**config.mk**
```make
export PLATFORM = sky130hd
export DESIGN_NAME = mab_mac
export DESIGN_NICKNAME = d
export VERILOG_FILES = /design/src/rtl/core/mab_pkg.sv /design/src/rtl/core/mab_mac.sv
export SDC_FILE = /design/constraint.sdc
export NUM_CORES = 2
export LEC_CHECK = 0
export BUFFER_PORTS_ARGS = -buffer_cell sky130_fd_sc_hd__buf_4
export CAP_MARGIN = 20
export CORE_UTILIZATION = 62
export CTS_BUF_LIST = sky130_fd_sc_hd__clkbuf_4 sky130_fd_sc_hd__clkbuf_8
export CTS_CLUSTER_SIZE = 12
export DETAILED_ROUTE_END_ITERATION = 16
export GPL_TIMING_DRIVEN = 0
export PLACE_DENSITY = 0.79
export RECOVER_POWER = 100
export SKIP_CTS_REPAIR_TIMING = 1
export SYNTH_ARGS = -nofsm -noshare
export SYNTH_HDL_FRONTEND = slang
export SYNTH_SLANG_ARGS = --single-unit
```
**constraint.sdc**
```tcl
create_clock -name clk -period 7.95 [get_ports clk]
set_clock_uncertainty 0.2 [all_clocks]
set_input_delay 0.3975 -clock clk [delete_from_list [all_inputs] [get_ports clk]]
set_output_delay 0.3975 -clock clk [all_outputs]
set_load 0.005 [all_outputs]
```
**src/rtl/core/mab_pkg.sv**
```systemverilog
// Shared constants, register codes and types of the multi-axis low-pass filter.
// No dependencies; mab_if, mab_mac and the top level refer to this package by scoped names.
package mab_pkg;

  localparam int AXES          = 16;
  localparam int STAGES        = 4;
  localparam int SAMPLE_BITS   = 16;
  localparam int INTERNAL_BITS = 24;
  localparam int COEF_BITS     = 18;

  localparam int FRAC_BITS  = INTERNAL_BITS - SAMPLE_BITS;
  localparam int COEF_FRAC  = COEF_BITS - 3;
  localparam int ALPHA_FRAC = COEF_BITS - 1;
  localparam int MAX_ORDER  = 8;

  localparam int AXIS_BITS     = 4;
  localparam int ORDER_BITS    = 4;
  localparam int AXES_CFG_BITS = 5;
  localparam int CFG_IDX_BITS  = 3;
  localparam int CFG_DATA_BITS = 3 * COEF_BITS;
  localparam int STAGE_BITS    = $clog2(STAGES);
  localparam int IDX_BITS      = $clog2(AXES * STAGES);

  // Shared multiplier operands: signed coefficient / gain and a widened data word.
  localparam int OPA_BITS  = COEF_BITS + 1;
  localparam int OPB_BITS  = INTERNAL_BITS + 2;
  localparam int PROD_BITS = OPA_BITS + OPB_BITS;
  localparam int ACC_BITS  = PROD_BITS + 3;

  // Register indexes of the configuration port.
  localparam logic [CFG_IDX_BITS-1:0] REG_ORDER  = 3'd0;
  localparam logic [CFG_IDX_BITS-1:0] REG_GAIN   = 3'd1;
  localparam logic [CFG_IDX_BITS-1:0] REG_STAGE0 = 3'd2;
  localparam logic [CFG_IDX_BITS-1:0] REG_STAGE1 = 3'd3;
  localparam logic [CFG_IDX_BITS-1:0] REG_STAGE2 = 3'd4;
  localparam logic [CFG_IDX_BITS-1:0] REG_STAGE3 = 3'd5;
  localparam logic [CFG_IDX_BITS-1:0] REG_AXES   = 3'd6;

  // Accumulator operations.
  localparam logic [1:0] ACC_HOLD = 2'd0;
  localparam logic [1:0] ACC_LOAD = 2'd1;
  localparam logic [1:0] ACC_ADD  = 2'd2;

  typedef struct packed {
    logic       prod_en;
    logic [1:0] acc_op;
    logic       alpha_shift;
  } mac_ctrl_t;

  typedef struct packed {
    logic signed [INTERNAL_BITS-1:0] in_last;
    logic signed [INTERNAL_BITS-1:0] in_older;
    logic signed [INTERNAL_BITS-1:0] out_last;
    logic signed [INTERNAL_BITS-1:0] out_older;
  } stage_state_t;

endpackage

```
**src/rtl/core/mab_mac.sv**
```systemverilog
// Shared multiply-accumulate unit with round-half-up and saturation to the internal width.
// Depends on mab_pkg (widths, accumulator codes, mac_ctrl_t).
module mab_mac (
  input  logic                                     clk,
  input  mab_pkg::mac_ctrl_t                       ctrl,
  input  logic signed [mab_pkg::OPA_BITS-1:0]      opa,
  input  logic signed [mab_pkg::OPB_BITS-1:0]      opb,
  output logic signed [mab_pkg::INTERNAL_BITS-1:0] result
);

  localparam int AW = mab_pkg::ACC_BITS;
  localparam int IW = mab_pkg::INTERNAL_BITS;
  localparam logic signed [AW-1:0] HALF_A = AW'(64'sd1 <<< (mab_pkg::ALPHA_FRAC - 1));
  localparam logic signed [AW-1:0] HALF_C = AW'(64'sd1 <<< (mab_pkg::COEF_FRAC - 1));
  localparam logic signed [AW-1:0] SAT_HI = AW'((64'sd1 <<< (IW - 1)) - 64'sd1);
  localparam logic signed [AW-1:0] SAT_LO = AW'(-(64'sd1 <<< (IW - 1)));

  logic signed [mab_pkg::PROD_BITS-1:0] prod_r;
  logic signed [AW-1:0]                 acc_r;
  logic signed [AW-1:0]                 acc_rnd;
  logic signed [AW-1:0]                 acc_sh;

  always_ff @(posedge clk) begin
    if (ctrl.prod_en) begin
      prod_r <= opa * opb;
    end
    case (ctrl.acc_op)
      mab_pkg::ACC_LOAD: acc_r <= AW'(prod_r);
      mab_pkg::ACC_ADD:  acc_r <= acc_r + AW'(prod_r);
      default:           acc_r <= acc_r;
    endcase
  end

  // Round to nearest with ties up, then clamp to the internal range.
  always_comb begin
    acc_rnd = acc_r + (ctrl.alpha_shift ? HALF_A : HALF_C);
    acc_sh  = ctrl.alpha_shift ? (acc_rnd >>> mab_pkg::ALPHA_FRAC)
                               : (acc_rnd >>> mab_pkg::COEF_FRAC);
    if (acc_sh > SAT_HI) begin
      result = SAT_HI[IW-1:0];
    end else if (acc_sh < SAT_LO) begin
      result = SAT_LO[IW-1:0];
    end else begin
      result = acc_sh[IW-1:0];
    end
  end

endmodule

```
==> summary.txt <==
Initial antenna violation count -> 1
Period minus WS final -> 7890 ps
Cell area after synthesis -> 25300 sq um
Crit. End Element -> flop
CP cell instances -> clkbuf_1, clkbuf_1, and2_1, fa_1, fa_1, fa_1, fa_1, fa_1, inv_1, fa_1, inv_1, ha_1, ha_1, clkbuf_1, a21o_1, a21o_1, a21oi_1, o21ai_1, a2111oi_1, o31ai_1, o21ai_1, o21bai_1, a21oi_1, xnor2_1
Hold crit path type -> input pin to flop
TritonCTS clock tree -> yes
Inserted Clock Buffers -> 9
Average via count per standard cell -> 5.92
Clock Path Buffers -> 2
Post-synth top area share -> 0.387
Slew @ Worst Pin -> 2520 ps
Critical path required time -> 7860 ps
Grt total ovfl -> 0
Filler cells -> 3305
Crit-path max cell delay -> 640 ps
Clk sink count -> 93
Fin. max-slew vios -> 75
Final Hold Viols -> 0
Final net count -> 3561
Overall die width -> 204 um
Status -> complete, but fails checks
Vias -> 20000
DP HPWL -> 57400 um
Vias in the first global route -> 20300
Area grow syn2layout -> 5.13%
Relative slew slack -> -0.680
CP Capture Point -> prod_r[44]
#FFs+latches synth -> 93
Worst-Skew Late Latency -> 370 ps
Commonest cells in the netlist -> 502 x inv_1, 489 x fa_1, 338 x nand2_1, 249 x and2_1, 177 x ha_1
Peak fanout along the critical path -> 10
Register area -> 2790 sq um
Drt wl/cell -> 20.3 um
Violated checks -> capacitance limit, slew limit
Clock root cell -> clkbuf_8
Critical path's slowest cell -> a2111oi_1
Initial DRT Pass Iterations -> 5
Core Footprint -> 40000 sq um
Number of distinct library cells after synthesis -> 78
Initial DRC count -> 1509
Multi-input logic area -> 20000 sq um
Crit path kind -> input pin to flop
Count leader, synth -> inv_1
R2R cell count -> 13
Ys async rst share -> 0
Final Wtd Congestion -> 0.993
FP Rows -> 73
Critical Path Most Common Cell -> fa_1
Share of cells above drive strength 1 -> 0.0558
Post-route DRC -> 0
Global-route wire length before repair -> 107000 um
Post-synthesis cell count -> 2772
Placement Setup Slack -> -428 ps
Antenna Nets Post-Route -> 0
Ys flop type -> edfxtp_1
Critical Path AT -> 7800 ps
Synth warnings -> 0
Number of max-cap violations -> 2
Die area -> 41600 sq um
PortBufs -> 57
RSZ-0062 raised after global routing -> yes
Starting Density -> 0.632
Reg2reg setup slack -> 3480 ps
Worst reg2reg path endpoint -> acc_r[40]
Die height -> 204 um
Cell taking the most area after synthesis -> fa_1
All-Layer GR Usage -> 0.340
Final setup viols -> 0
Seq/Total Area, Yosys -> 0.111
F_max -> 127 MHz
Tcrit/Tclk final -> 0.993
Clk slew on worst S/H paths -> 100 ps
EDFF count, synth -> 93
Crit path launch type -> input pin
Worst r2r src -> prod_r[0]
Cells taking the most area after synthesis -> fa_1 39%, edfxtp_1 11%, ha_1 8.8%
PnR worst setup slack -> 57.0 ps
Final WL -> 68700 um
Largest net degree at the start of global routing -> 46
Crit path from -> opb[4]
Syn_nets -> 3488
Avg Cell Area, Syn -> 9.12 sq um
H-tree levels -> 3
# IOs -> 74
[per-layer routing]
metal	wire length (um)	global-route usage
met4	3610	0.168
met2	31900	0.547
met3	6670	0.0749
met5	0	0
met1	26500	0.436
[how the worst min path moves through the flow]
stage | depth (start not counted) | from | endpoint
floorplan | 0 | ctrl[3] | prod_r[0]
global placement | 1 | prod_r[0] | acc_r[0]
detailed placement | 1 | prod_r[0] | acc_r[0]
CTS | 2 | opb[0] | prod_r[0]
global route | 2 | opb[0] | prod_r[0]
finish | 2 | opb[0] | prod_r[0]
[critical path: cells and delay by family]
kind,cells,cell delay (ps)
AOI/OAI and AO/OA,9,2260
xor gates and xnor gates,1,100
buffers and inverters,5,1380
and+or+nand+nor,1,250
adders and majority gates,8,3380
[area by class of cell]
type,instances,share of cell area
tap,525,0.0247
buffer,133,0.0201
multi-input combinational,2042,0.754
antenna,3,0.000283
timing repair buffer,62,0.0172
inverter,504,0.0713
sequential,93,0.105
clock buffer,10,0.00494
clock inverter,6,0.00259
[per-stage QoR]
stage	hold slack [ps]	cells	TNS, ps	utilization	cell area (sq um)
6_report	250	3378	0	0.664	26600
4_1_cts	224	3371	-37.4	0.664	26600
5_1_grt	270	3376	-135	0.664	26600
3_3_place_gp	371	3354	-790	0.659	26400
2_1_floorplan	310	2772	0	-	25300
3_5_place_dp	378	3355	-1460	0.659	26400
[cells in the final DEF, fill, tap and decap left out, types with 19 or more instances in the layout]
cell type	n
edfxtp_1	93
xnor2_1	67
fa_1	489
clkbuf_1	106
a21o_1	63
ha_1	177
nand2b_1	19
nand2_1	338
mux2_2	38
a211oi_1	19
buf_4	47
xor2_1	31
o21ai_0	63
clkbuf_2	19
nand4_1	26
and2_1	242
inv_1	501
nor2_1	117
a21oi_1	125
nand3_1	27
[flip-flops by register name, summed over array words and instances (netlist names)]
name and count:
prod_r 45, acc_r 48
[logic make-up (layout without fill, tap and decap cells)]
logic type	count (synthesis)	in the layout	share of synthesized area
simple gates	848	848	0.167
buf+inv	637	715	0.0959
fa+ha+maj	666	666	0.475
other cells	0	3	0
flops	93	93	0.111
mux	42	42	0.0185
compound gates	388	388	0.0991
xor+xnor	98	98	0.0343
Power is not shown: default switching activity piles up to over one toggle a cycle in this logic, so the estimate is an artifact.
