===== config.mk =====
export PLATFORM = sky130hd
export DESIGN_NAME = mab_ram
export DESIGN_NICKNAME = d
export VERILOG_FILES = /design/src/rtl/core/mab_ram.sv
export SDC_FILE = /design/constraint.sdc
export NUM_CORES = 1
export LEC_CHECK = 0
export ABC_AREA = 1
export CORE_ASPECT_RATIO = 1.5
export CORE_UTILIZATION = 60
export DETAILED_ROUTE_END_ITERATION = 10
export DONT_BUFFER_PORTS = 1
export GPL_TIMING_DRIVEN = 0
export PLACE_DENSITY = 0.86
export SYNTH_ARGS = -nofsm -noshare
export SYNTH_HDL_FRONTEND = slang
export SYNTH_SLANG_ARGS = --single-unit

===== constraint.sdc =====
create_clock -name clk -period 1.3 [get_ports clk]
set_input_delay 0 -clock clk [delete_from_list [all_inputs] [get_ports clk]]
set_output_delay 0 -clock clk [all_outputs]
set_load 0.02 [all_outputs]

===== src/rtl/core/mab_ram.sv =====
// Generic simple dual-port RAM: one write port, one read port, registered read.
// No dependencies.
module mab_ram #(
  parameter int WIDTH = 8,
  parameter int DEPTH = 16
) (
  input  logic                     clk,
  input  logic                     wr_en,
  input  logic [$clog2(DEPTH)-1:0] wr_addr,
  input  logic [WIDTH-1:0]         wr_data,
  input  logic                     rd_en,
  input  logic [$clog2(DEPTH)-1:0] rd_addr,
  output logic [WIDTH-1:0]         rd_data
);

  logic [WIDTH-1:0] mem [DEPTH];

  always_ff @(posedge clk) begin
    if (wr_en) begin
      mem[wr_addr] <= wr_data;
    end
    if (rd_en) begin
      rd_data <= mem[rd_addr];
    end
  end

endmodule


==> results.cfg, run 1 <==
[floorplanning]
core_area_sq_um = 9360
die_w_um = 82.6
pin_count = 27
die_h_um = 123
start_util = 0.625
rows = 43
die_area_sq_um = 10200

[logic_synthesis]
yosysUniqueCellTypes = 11
async_flop_share = 0
synthTopCellsByCount = nand2_1, edfxtp_1, inv_1
synth_edf_count = 136
synth_xor_area_frac = 0
synth.avg_cell_area_sq_um = 10.6
synth_top_area_cell = edfxtp_1
ys_seq_elements = 136
synth_nets = 570
synth_area_leaders = edfxtp_1, nand2_1, nand3_1
syn_area_sq_um = 5850
yosysWarningCount = 0
yosysTopAreaCellShare = 0.698
synthAdderAreaFrac = 0
synthFlopType = edfxtp_1
synth_most_common_cell = nand2_1
syn_inst = 551
synth_top_family_by_area = simple AND/OR/NAND/NOR gates
seq_area_frac_synth = 0.698
synth_compound_area_frac = 0
synthSimpleGateAreaFrac = 0.208
synthMuxAreaShare = 0

[timing]
max_freq_ghz = 0.846
slew_viol_final = 0
relSlewSlack = 0.422
rsz0062_at_grt = no
setup_violations = 0
worstMarginPinSlew_ns = 0.863
finalCritPeriodShare = 0.909
min_period_ns = 1.18
tns_ns = 0
clock_skew_ns = 0.00793
finalHoldViolations = 0

[critical_path]
arrival_ns = 1.35
crit_type = reg2reg
worst-path-max-fanout = 1
critPathLaunchType = flip-flop
end_kind = flip-flop
worstPathRequired_ns = 1.47

[placed_design]
dpl.cell_count = 663
port_buffers = 0
dp_hpwl_mm = 8.80
routabilityCongestion = 0.892

[clock_tree]
clock_sinks = 136
cts_setup_buffers = 0
clockBufferDepth = 2
cts-root-buf = clkbuf_16
cts_tree = built
insertion_delay_ns = 0.41
cts_buffers = 17
clk_pin_slew_ns = 0.06
htree_num_levels = 4

[final_layout]
seqCellArea_sq_um = 4080
drive_gt1_frac = 0.0829
area_delta_synth_final_pct = 12.8
final_cells = 703
nets = 598
nFillCells = 652
final_core_util = 0.705
diodes = 0
multi_input_area_sq_um = 1210

[status]
status = complete, no violations

[route]
viasPerCell = 5.76
ant_nets = 0
drc = 0
drtPass1Iterations = 5
vias = 4052
drt-initial-drc-count = 474
wl_per_cell_um = 19.5
drt_wl_total_mm = 13.7

[global_route]
antenna_found_initial = 0
grt_pass1_vias = 4067
grt_max_degree = 17
grt_usage = 0.306
overflow = 0
grt_pass1_wl_mm = 21.1

[run]
cap_violations = 0

[power]
finalPower_uw = 9840
power.leakage_uw = 0.00282
irDropWorstVdd_mv = 1.76
cellPowerDensity_nw_per_um2 = 1490

[hold_path]
hold_path_class = in2reg
## through the flow
stage | cell area, sq um | hold WS, ns | worst slack (ns)
2_1_floorplan | 5850 | 0.0989 | 0.349
3_3_place_gp | 5990 | 0.0998 | 0.0353
3_5_place_dp | 5990 | 0.0998 | -0.0272
4_1_cts | 6600 | 0.0934 | 0.151
5_1_grt | 6600 | 0.117 | 0.0508
6_report | 6600 | 0.101 | 0.118
## layout make-up
type                       instances  share of cell area
timing repair buffer               9              0.0137
tap                              112              0.0212
sequential                       136               0.619
inverter                         102              0.0580
clock inverter                    12              0.0131
clock buffer                      19              0.0656
multi-input combinational        289               0.184
buffer                            24              0.0252
## worst max-delay path, stage by stage (launching register included)
cell	delay, ns
edfxtp_1	0.38
inv_1	0.06
nand2_1	0.07
nand3_1	0.12
nand3_1	0.12
nand3_1	0.13
nand2_1	0.06
## flip-flops by register name, summed over array words and instances (netlist names)
signal	flops
rd_data	8
mem	128
## per-layer routing
metal | part of all wire | vias to the layer above | GRT usage
li1 | - | 1838 | -
met4 | 0.046 | 0 | 0.190
met5 | 0 | - | 0
met2 | 0.50 | 280 | 0.490
met3 | 0.094 | 57 | 0.0627
met1 | 0.36 | 1877 | 0.377
## logic make-up after synthesis
kind of cell,after synthesis
simple gates,289
buf+inv,126
flops,136
## worst paths after layout
path,startpoint,cells past startpoint,endpoint,slack (ns)
setup / recovery,mem[14][5]$_DFFE_PP_,6,rd_data[5]$_DFFE_PP_,0.12
hold / removal,wr_addr[1],2,mem[6][2]$_DFFE_PP_,0.10
setup reg to reg,mem[14][5]$_DFFE_PP_,6,rd_data[5]$_DFFE_PP_,0.12
hold reg to reg,mem[1][3]$_DFFE_PP_,6,rd_data[3]$_DFFE_PP_,0.80
## power by group
| group | internal (uW) | switching [uW] |
|---|---|---|
| Combinational | 173 | 432 |
| Clock | 2560 | 1670 |
| Sequential | 4950 | 52.7 |
## cells in the final DEF, fill, tap and decap left out
cell type	Yosys	final
nand2_1	173	173
buf_1	1	1
clkinv_1	0	5
nand3_1	97	97
buf_2	13	13
clkbuf_16	0	17
buf_6	6	6
clkinvlp_4	0	3
bufinv_16	0	1
nand3b_1	2	2
clkbuf_1	0	2
nor2_1	17	17
dlygate4sd3_1	0	9
clkinv_2	0	3
buf_4	4	4
inv_2	2	2
inv_1	100	100
edfxtp_1	136	136
## timing repair
item / in CTS / in global routing
endpoints found under the setup margin: 0 / 0
hold endpoints to repair: 136 / 0
gates resized for setup: 0 / 0
hold buffers: 9 / 0
Power figures use the tool's default switching activity.
==> inputs of run 2 (changes only) <==
--- a/config.mk
+++ b/config.mk
@@ -11,7 +11,7 @@
 export DETAILED_ROUTE_END_ITERATION = 10
 export DONT_BUFFER_PORTS = 1
 export GPL_TIMING_DRIVEN = 0
-export PLACE_DENSITY = 0.86
+export PLACE_DENSITY = 0.79
 export SYNTH_ARGS = -nofsm -noshare
 export SYNTH_HDL_FRONTEND = slang
 export SYNTH_SLANG_ARGS = --single-unit
==> results.cfg, run 2 (synthesis gave the netlist of run 1 again) <==
[final_layout]
final_core_util = 0.712
nets = 598
area_delta_synth_final_pct = 14.0
final_common_cell = nand2_1
top_regs = mem: 128 flops, rd_data: 8 flops
final_cells = 704
top_register = mem
diodes = 0
layout_common_cells = nand2_1, edfxtp_1, inv_1
drive_gt1_frac = 0.0895
nFillCells = 649
largest_register_ff_count = 128

[placed_design]
dpl.cell_count = 663
routabilityCongestion = 0.897
dp_hpwl_mm = 8.81
port_buffers = 0

[critical_path]
worstPathRequired_ns = 1.46
worstReg2RegEnd = rd_data[0]$_DFFE_PP_
worst-path-max-fanout = 1
reg2reg_from = mem[6][0]$_DFFE_PP_
arrival_ns = 1.36
crit_type = reg2reg
rr_worst_depth = 6
critPathLaunchType = flip-flop
rrSetupSlack_ns = 0.1
end_kind = flip-flop

[power]
power.leakage_uw = 0.00285
finalPower_uw = 10300
cellPowerDensity_nw_per_um2 = 1550
irDropWorstVdd_mv = 1.47

[floorplanning]
die_w_um = 82.6
die_area_sq_um = 10200
pin_count = 27
core_area_sq_um = 9360
rows = 43
die_h_um = 123
start_util = 0.625

[clock_tree]
cts_tree = built
cts_setup_buffers = 0
clk_pin_slew_ns = 0.06
cts-root-buf = clkbuf_16
htree_num_levels = 4
clock_sinks = 136
cts_buffers = 17
clockBufferDepth = 2
insertion_delay_ns = 0.42

[timing]
min_period_ns = 1.20
setup_violations = 0
relSlewSlack = 0.368
finalHoldViolations = 0
hold_ws_ns = 0.0487
finalCritPeriodShare = 0.924
clock_skew_ns = 0.00756
max_freq_ghz = 0.832
worstMarginPinSlew_ns = 0.944
slew_viol_final = 0
rsz0062_at_grt = no

[global_route]
grt_pass1_wl_mm = 21.1
overflow = 0
grt_usage = 0.304
grt_pass1_vias = 3930
antenna_found_initial = 0
grt_max_degree = 17

[run]
cap_violations = 0

[hold_path]
hold_path_class = in2reg
hold_end = mem[3][6]$_DFFE_PP_
hp-start = wr_addr[1]
hold_depth = 2

[route]
viasPerCell = 5.57
wl_per_cell_um = 18.8
drt_wl_total_mm = 13.2
drt-initial-drc-count = 343
vias = 3924
drc = 0
drtPass1Iterations = 6
ant_nets = 0

[status]
status = complete, no violations
==> run 2: worst max-delay path by stage <==
stage	startpoint	endpoint	slack, ns	cells after the start
5_1_grt	mem[5][1]$_DFFE_PP_	rd_data[1]$_DFFE_PP_	0.04	6
3_5_place_dp	wr_addr[3]	mem[6][0]$_DFFE_PP_	-0.07	2
2_1_floorplan	wr_addr[2]	mem[10][0]$_DFFE_PP_	0.35	2
6_report	mem[6][0]$_DFFE_PP_	rd_data[0]$_DFFE_PP_	0.1	6
4_1_cts	mem[0][7]$_DFFE_PP_	rd_data[7]$_DFFE_PP_	0.15	6
3_3_place_gp	wr_addr[3]	mem[7][1]$_DFFE_PP_	-0.04	2
==> run 2: area by class of cell <==
class,count,area (sq um),share of cell area
well taps,112,140,0.0210
plain buffers,24,166,0.0250
clock buffers,17,425,0.0638
multi-input cells,289,1210,0.182
flip-flops and latches,136,4080,0.613
inverters,102,383,0.0575
clock inverters,15,160,0.0240
repair buffers,9,90.1,0.0135
==> run 2: critical path, stage by stage, from the launching register on <==
cell and delay, ns:
edfxtp_1 0.38, inv_1 0.07, nand2_1 0.05, nand3_1 0.07, nand3_1 0.09, nand3_1 0.18, nand2_1 0.10
==> run 2: per-layer routing <==
layer,part of all wire,GRT usage
met5,0,0
met4,0.028,0.129
met3,0.075,0.0834
met2,0.51,0.491
met1,0.38,0.384
==> run 2: through the flow <==
stage	TNS (ns)	setup WS, ns	cell area [sq um]
finish	0	0.0984	6660
global route	0	0.0394	6660
CTS	0	0.151	6660
detailed placement	-1.50	-0.0675	5990
global placement	-0.607	-0.0422	5990
floorplan	0	0.349	5850
==> run 2: timing repair <==
action                                 CTS  global route
endpoints found under the hold margin  136             0
hold buffers                             9             0
resized for setup                        0             0
==> run 2: where the power goes <==
group / total [uW] / leakage, uW / internal, uW / switching, uW
logic: 597 / 0.00134 / 173 / 424
registers: 5000 / 0.00124 / 4950 / 51.9
clock network: 4700 / 0.000279 / 2970 / 1730
